--- config.mk ---
export PLATFORM = sky130hd
export DESIGN_NAME = pbsg_ctrl
export DESIGN_NICKNAME = d
export VERILOG_FILES = /design/src/hw/rtl/pbsg_pkg.sv /design/src/hw/rtl/pbsg_ctrl.sv
export SDC_FILE = /design/constraint.sdc
export NUM_CORES = 1
export LEC_CHECK = 0
export BUFFER_PORTS_ARGS = -buffer_cell sky130_fd_sc_hd__clkbuf_2
export CAP_MARGIN = 15
export CELL_PAD_IN_SITES_DETAIL_PLACEMENT = 1
export CELL_PAD_IN_SITES_GLOBAL_PLACEMENT = 1
export CORE_MARGIN = 2
export CORE_UTILIZATION = 34
export CTS_CLUSTER_DIAMETER = 40
export CTS_CLUSTER_SIZE = 30
export DETAILED_ROUTE_END_ITERATION = 6
export PLACE_DENSITY = 0.77
export SETUP_SLACK_MARGIN = 0.5
export SLEW_MARGIN = 0
export SYNTH_ARGS = -nofsm -noshare
export SYNTH_HDL_FRONTEND = slang
export SYNTH_SLANG_ARGS = --single-unit
--- constraint.sdc ---
create_clock -name clk -period 1.22 [get_ports clk]
set_input_delay 0 -clock clk [delete_from_list [all_inputs] [get_ports clk]]
set_output_delay 0 -clock clk [all_outputs]
set_load 0.03 [all_outputs]
--- src/hw/rtl/pbsg_pkg.sv ---
// ============================================================================
// pbsg_pkg: shared types and constants of the block-sum grid
// Field widths, operation and status codes, register indexes and the
// command and status bundles that join the controller to the datapath.
// ============================================================================
`default_nettype none

package pbsg_pkg;

  // Default grid size.
  localparam int GRID_COLS_DEF = 16;
  localparam int GRID_ROWS_DEF = 16;

  // Field widths.
  localparam int FUNC_W  = 2;
  localparam int PIX_W   = 8;
  localparam int IDX_W   = 4;
  localparam int SUM_W   = 32;
  localparam int STAT_W  = 3;
  localparam int DIM_W   = 11;
  localparam int POS_W   = 22;
  localparam int NB_W    = 4;
  localparam int CIDX_W  = 1;

  // Packed stream widths, whole bytes.
  localparam int IN_DATA_W  = 48;
  localparam int OUT_DATA_W = 40;

  // Operation codes carried in the input tuser.
  localparam logic [FUNC_W-1:0] FUNC_CLEAR = 2'd0;
  localparam logic [FUNC_W-1:0] FUNC_PIXEL = 2'd1;
  localparam logic [FUNC_W-1:0] FUNC_READ  = 2'd2;
  localparam logic [FUNC_W-1:0] FUNC_WRITE = 2'd3;

  // Result status codes carried in the output tuser.
  localparam logic [STAT_W-1:0] STAT_ACCUM   = 3'd0;
  localparam logic [STAT_W-1:0] STAT_PAST    = 3'd1;
  localparam logic [STAT_W-1:0] STAT_READ    = 3'd2;
  localparam logic [STAT_W-1:0] STAT_WRITTEN = 3'd3;
  localparam logic [STAT_W-1:0] STAT_CLEARED = 3'd4;

  // Configuration register indexes.
  localparam logic [CIDX_W-1:0] CFG_WIDTH  = 1'b0;
  localparam logic [CIDX_W-1:0] CFG_HEIGHT = 1'b1;

  // Configuration reset values.
  localparam logic [DIM_W-1:0] WIDTH_RST  = 11'd320;
  localparam logic [DIM_W-1:0] HEIGHT_RST = 11'd240;

  // Which division the shared divider runs.
  typedef enum logic [1:0] {
    DSEL_POS,
    DSEL_COL,
    DSEL_ROW
  } div_sel_t;

  // Controller to datapath.
  typedef struct packed {
    logic              sweep;
    logic              div_start;
    div_sel_t          div_sel;
    logic              cap_row;
    logic              cap_gc;
    logic              cap_gr;
    logic              pix_rd;
    logic              upd;
    logic              cell_op;
    logic              out_load;
    logic [STAT_W-1:0] kind;
  } cmd_t;

  // Datapath to controller.
  typedef struct packed {
    logic div_done;
    logic past_frame;
    logic sweep_last;
    logic out_free;
  } stat_t;

endpackage

`default_nettype wire

--- src/hw/rtl/pbsg_ctrl.sv ---
// ============================================================================
// pbsg_ctrl: controller of the block-sum grid
// Sequences the clearing sweep, the three divisions and the read-modify-write
// of a pixel, the cell accesses, and the hand-off of each result.
// ============================================================================
`default_nettype none

module pbsg_ctrl (
  input  wire logic                        clk,
  input  wire logic                        rst,
  input  wire logic                        accept,
  input  wire logic [pbsg_pkg::FUNC_W-1:0] in_func,
  input  wire pbsg_pkg::stat_t             stat,
  output logic                             ready,
  output pbsg_pkg::cmd_t                   cmd
);

  typedef enum logic [3:0] {
    S_INIT,
    S_IDLE,
    S_SWEEP,
    S_CHECK,
    S_DPOS,
    S_DCOL,
    S_DROW,
    S_RD,
    S_RDWAIT,
    S_UPD,
    S_CELL,
    S_FINISH
  } state_t;

  state_t         state;
  state_t         state_next;
  logic           ready_next;
  pbsg_pkg::cmd_t cmd_next;

  // Commands are registered: one issued on a transition acts during the
  // first cycle of the state entered.
  always_comb begin
    state_next         = state;
    ready_next         = ready;
    cmd_next           = cmd;
    cmd_next.div_start = 1'b0;
    cmd_next.cap_row   = 1'b0;
    cmd_next.cap_gc    = 1'b0;
    cmd_next.cap_gr    = 1'b0;
    cmd_next.pix_rd    = 1'b0;
    cmd_next.upd       = 1'b0;
    cmd_next.cell_op   = 1'b0;
    cmd_next.out_load  = 1'b0;
    case (state)
      S_INIT: begin
        if (stat.sweep_last) begin
          cmd_next.sweep = 1'b0;
          ready_next     = 1'b1;
          state_next     = S_IDLE;
        end
      end
      S_IDLE: begin
        if (accept) begin
          ready_next = 1'b0;
          case (in_func)
            pbsg_pkg::FUNC_CLEAR: begin
              cmd_next.sweep = 1'b1;
              state_next     = S_SWEEP;
            end
            pbsg_pkg::FUNC_PIXEL: begin
              state_next = S_CHECK;
            end
            pbsg_pkg::FUNC_READ: begin
              cmd_next.cell_op = 1'b1;
              cmd_next.kind    = pbsg_pkg::STAT_READ;
              state_next       = S_CELL;
            end
            pbsg_pkg::FUNC_WRITE: begin
              cmd_next.cell_op = 1'b1;
              cmd_next.kind    = pbsg_pkg::STAT_WRITTEN;
              state_next       = S_CELL;
            end
            default: begin
              ready_next = 1'b1;
            end
          endcase
        end
      end
      S_SWEEP: begin
        if (stat.sweep_last) begin
          cmd_next.sweep = 1'b0;
          cmd_next.kind  = pbsg_pkg::STAT_CLEARED;
          state_next     = S_FINISH;
        end
      end
      S_CHECK: begin
        if (stat.past_frame) begin
          cmd_next.kind = pbsg_pkg::STAT_PAST;
          state_next    = S_FINISH;
        end else begin
          cmd_next.div_start = 1'b1;
          cmd_next.div_sel   = pbsg_pkg::DSEL_POS;
          state_next         = S_DPOS;
        end
      end
      S_DPOS: begin
        if (stat.div_done) begin
          cmd_next.cap_row   = 1'b1;
          cmd_next.div_start = 1'b1;
          cmd_next.div_sel   = pbsg_pkg::DSEL_COL;
          state_next         = S_DCOL;
        end
      end
      S_DCOL: begin
        if (stat.div_done) begin
          cmd_next.cap_gc    = 1'b1;
          cmd_next.div_start = 1'b1;
          cmd_next.div_sel   = pbsg_pkg::DSEL_ROW;
          state_next         = S_DROW;
        end
      end
      S_DROW: begin
        if (stat.div_done) begin
          cmd_next.cap_gr = 1'b1;
          state_next      = S_RD;
        end
      end
      S_RD: begin
        cmd_next.pix_rd = 1'b1;
        state_next      = S_RDWAIT;
      end
      S_RDWAIT: begin
        cmd_next.upd = 1'b1;
        state_next   = S_UPD;
      end
      S_UPD: begin
        cmd_next.kind = pbsg_pkg::STAT_ACCUM;
        state_next    = S_FINISH;
      end
      S_CELL: begin
        state_next = S_FINISH;
      end
      S_FINISH: begin
        if (stat.out_free) begin
          cmd_next.out_load = 1'b1;
          ready_next        = 1'b1;
          state_next        = S_IDLE;
        end
      end
      default: begin
        ready_next = 1'b1;
        state_next = S_IDLE;
      end
    endcase
  end

  always_ff @(posedge clk) begin
    if (rst) begin
      state <= S_INIT;
      ready <= 1'b0;
      cmd   <= '{sweep: 1'b1, div_sel: pbsg_pkg::DSEL_POS,
                 kind: pbsg_pkg::STAT_CLEARED, default: 1'b0};
    end else begin
      state <= state_next;
      ready <= ready_next;
      cmd   <= cmd_next;
    end
  end

endmodule

`default_nettype wire

==> metrics.txt <==
R2R Path End ready; Worst Hold Class primary input to register; Final Hold Fails 0; Vias/cell 6.042; gpl congestion 0.8427; Peak Freq 654.1 MHz; Starting Density 35.85%; Post-Syn Area per Cell 8.380 um2; worst reg2reg path depth 6; WS Path Type register to register; outcome finished with violations; NetSw 863.2 uW; Reg-to-Reg Start state[1]; clock power share 16.5%; final worst slack -0.3088 ns; peak supply drop 1.089 mV; internal power 1336 uW; Logic pwr share 49.5%; site row count 19; Mapped Nets 128; P per Cell Area 1110 nW/um2; switch share 39.25%; share of post-route cells with drive strength above 1 72.28%; core footprint 2781 um2; Final Routed Wirelength 5.492 mm; clk_skew 0.002253 ns; hold path endpoint cmd[4]; Required @ worst endpoint 1.44 ns; number of synthesized register bits 19; CTS Sinks 19; placed instance area 1346 um2; Leakage 0.0008202 uW; MaxCap Viol Count 0; CP arrival 1.75 ns; failing checks negative setup slack; port bufs 23; H-tree depth 1; first-pass GRT wire length 7.238 mm; Post-DRT Antenna Nets 0; Main synth FF type dfxtp_1; Post-synth EDFFs 0; Period minus WS final 1.529 ns; DR iter-0 viols 77; Worst Tran Pin Value 0.3825 ns; Root Driver clkbuf_4; reg-to-reg slack, setup -0.31 ns; TritonCTS Buffers 3; gr ovfl total 0; worst-path fanout max 8; sequential-to-total area share from yosys stat 38.14%; initial antenna violation count 0; die area 3382 um2; Clock Latency Late Sink 0.32 ns; final instance area 1981 um2; Top Ports 24; Min-Delay Startpoint accept; Hold Path Stages 3; total track usage 29.17%; Core Util, Final 71.21%; routed wire length per instance 25.54 um; RSZ-0062 raised after global routing true; Netlist cell types 38; Post-DP HPWL 2.461 mm; vias 1299; Nets 194; CTS tree yes; fraction of registers with async set/reset 0%; sequential share of power 33.9%; Die Y 58.16 um; DRC 0; area grow syn2layout 98.62%; final setup violation count 14; Crit. End Element register; largest net degree at the start of global routing 15; Clock Tree Buf Depth 2; Total Power 2199 uW; Slew Limit Headroom 74.29%; Final period util 125.3%; Gate Count Post-Synth 119; Yosys warnings 0; ant diodes 0; drt pass-1 iters 4; hold_ws 0.006201 ns; vias in the first global route 1354; Syn Std Cell Area 997.2 um2; Worst-path clk slew 0.13 ns; max-slew violation count 0; Die X 58.16 um; startpoint types register
per-stage QoR:
stage                     setup TNS, ns  setup slack (ns)  std cells
final                            -2.218           -0.3088        215
after CTS                       -0.9438           -0.1774        206
after global placement           -1.066           -0.1700        194
after detailed placement         -1.821           -0.2819        194
after floorplan                 -0.2401          -0.07520        119
after global routing             -2.727           -0.3197        215
flip-flops by register name, summed over array words and instances (netlist names):
register  flops
state         4
cmd          14
ready         1
synthesized netlist by cell type (3+ instances only):
cell type	instances	area share, %
o21ai_0	5	2.5
a21oi_1	8	4.0
nor3_1	3	1.5
nand2_1	9	3.4
a211oi_1	3	2.3
a21o_1	3	2.3
nor2b_1	4	2.5
nand2b_1	4	2.5
nor4_1	5	3.1
dfxtp_1	19	38
inv_1	4	1.5
nor2_1	13	4.9
buf_2	4	2.0
cell usage in the layout (no fill, tap or decap), types with 2 or more instances in the layout:
| cell type | instances |
|---|---|
| a211oi_2 | 2 |
| a21o_1 | 3 |
| a21oi_1 | 6 |
| a21oi_2 | 2 |
| a221o_1 | 2 |
| a22o_1 | 2 |
| a22oi_2 | 2 |
| a41o_1 | 2 |
| buf_4 | 30 |
| buf_6 | 15 |
| buf_8 | 16 |
| clkbuf_2 | 8 |
| clkbuf_4 | 3 |
| dfxtp_2 | 15 |
| dfxtp_4 | 4 |
| inv_2 | 2 |
| nand2_1 | 6 |
| nand2_2 | 2 |
| nand2b_1 | 2 |
| nand2b_4 | 2 |
| nand3b_1 | 2 |
| nor2_1 | 7 |
| nor2_2 | 2 |
| nor2_4 | 4 |
| nor2b_1 | 2 |
| nor2b_4 | 2 |
| nor4_2 | 3 |
| nor4b_4 | 2 |
| o21ai_0 | 3 |
| o21ai_1 | 2 |
worst max-delay path, cell delays in order (launching register included):
cell	delay, ns
dfxtp_4	0.41
buf_6	0.12
buf_6	0.12
and3b_1	0.18
o21ai_2	0.22
o21ai_0	0.14
nor3_1	0.24
cell type report:
cell class / count / area, um2
timing repair buffer: 70 / 684.4
sequential: 19 / 414.1
clock buffer: 3 / 22.52
multi-input combinational: 87 / 798.3
tap: 31 / 38.79
clock inverter: 1 / 5.005
fill: 271 / 800.8
inverter: 4 / 17.52
repair_timing:
| item | in CTS | in global routing |
|---|---|---|
| resized for setup | 85 | 46 |
| hold endpoints to repair | 3 | 0 |
| gates cloned | 0 | 0 |
| endpoints found under the setup margin | 34 | 34 |
| hold buffers | 1 | 0 |
| pin swaps | 9 | 10 |
| buffers inserted | 7 | 9 |
cells by family after synthesis:
family                 after synthesis  share of synthesized area, %
flip-flops                          19                         38.14
multiplexers                         2                         2.008
buffers and inverters               13                         6.900
AND/OR/NAND/NOR                     49                         26.35
AO/OA/AOI/OAI                       36                         26.60
power by group through the flow:
stage	registers (uW)	clock network, uW	logic, uW
floorplan	763	0	352
global placement	728	0	613
detailed placement	732	0	636
CTS	734	350	827
global route	752	383	1140
finish	746	363	1090
per-layer routing:
metal	global-route usage [%]	vias to the layer above	wire length (um)
met2	49.51	55	2677
met3	4.911	18	273
li1	-	575	-
met4	10.63	0	199
met1	37.02	651	2341
met5	0	-	0
worst max path at each step:
stage	startpoint	endpoint	slack, ns	cells after the start
2_1_floorplan	state[2]	state[0]	-0.08	5
3_3_place_gp	state[2]	cmd[0]	-0.17	5
3_5_place_dp	state[2]	cmd[0]	-0.28	5
4_1_cts	state[2]	state[3]	-0.18	4
5_1_grt	state[1]	ready	-0.32	6
6_report	state[1]	ready	-0.31	6
(Power assumes the default switching activity.)
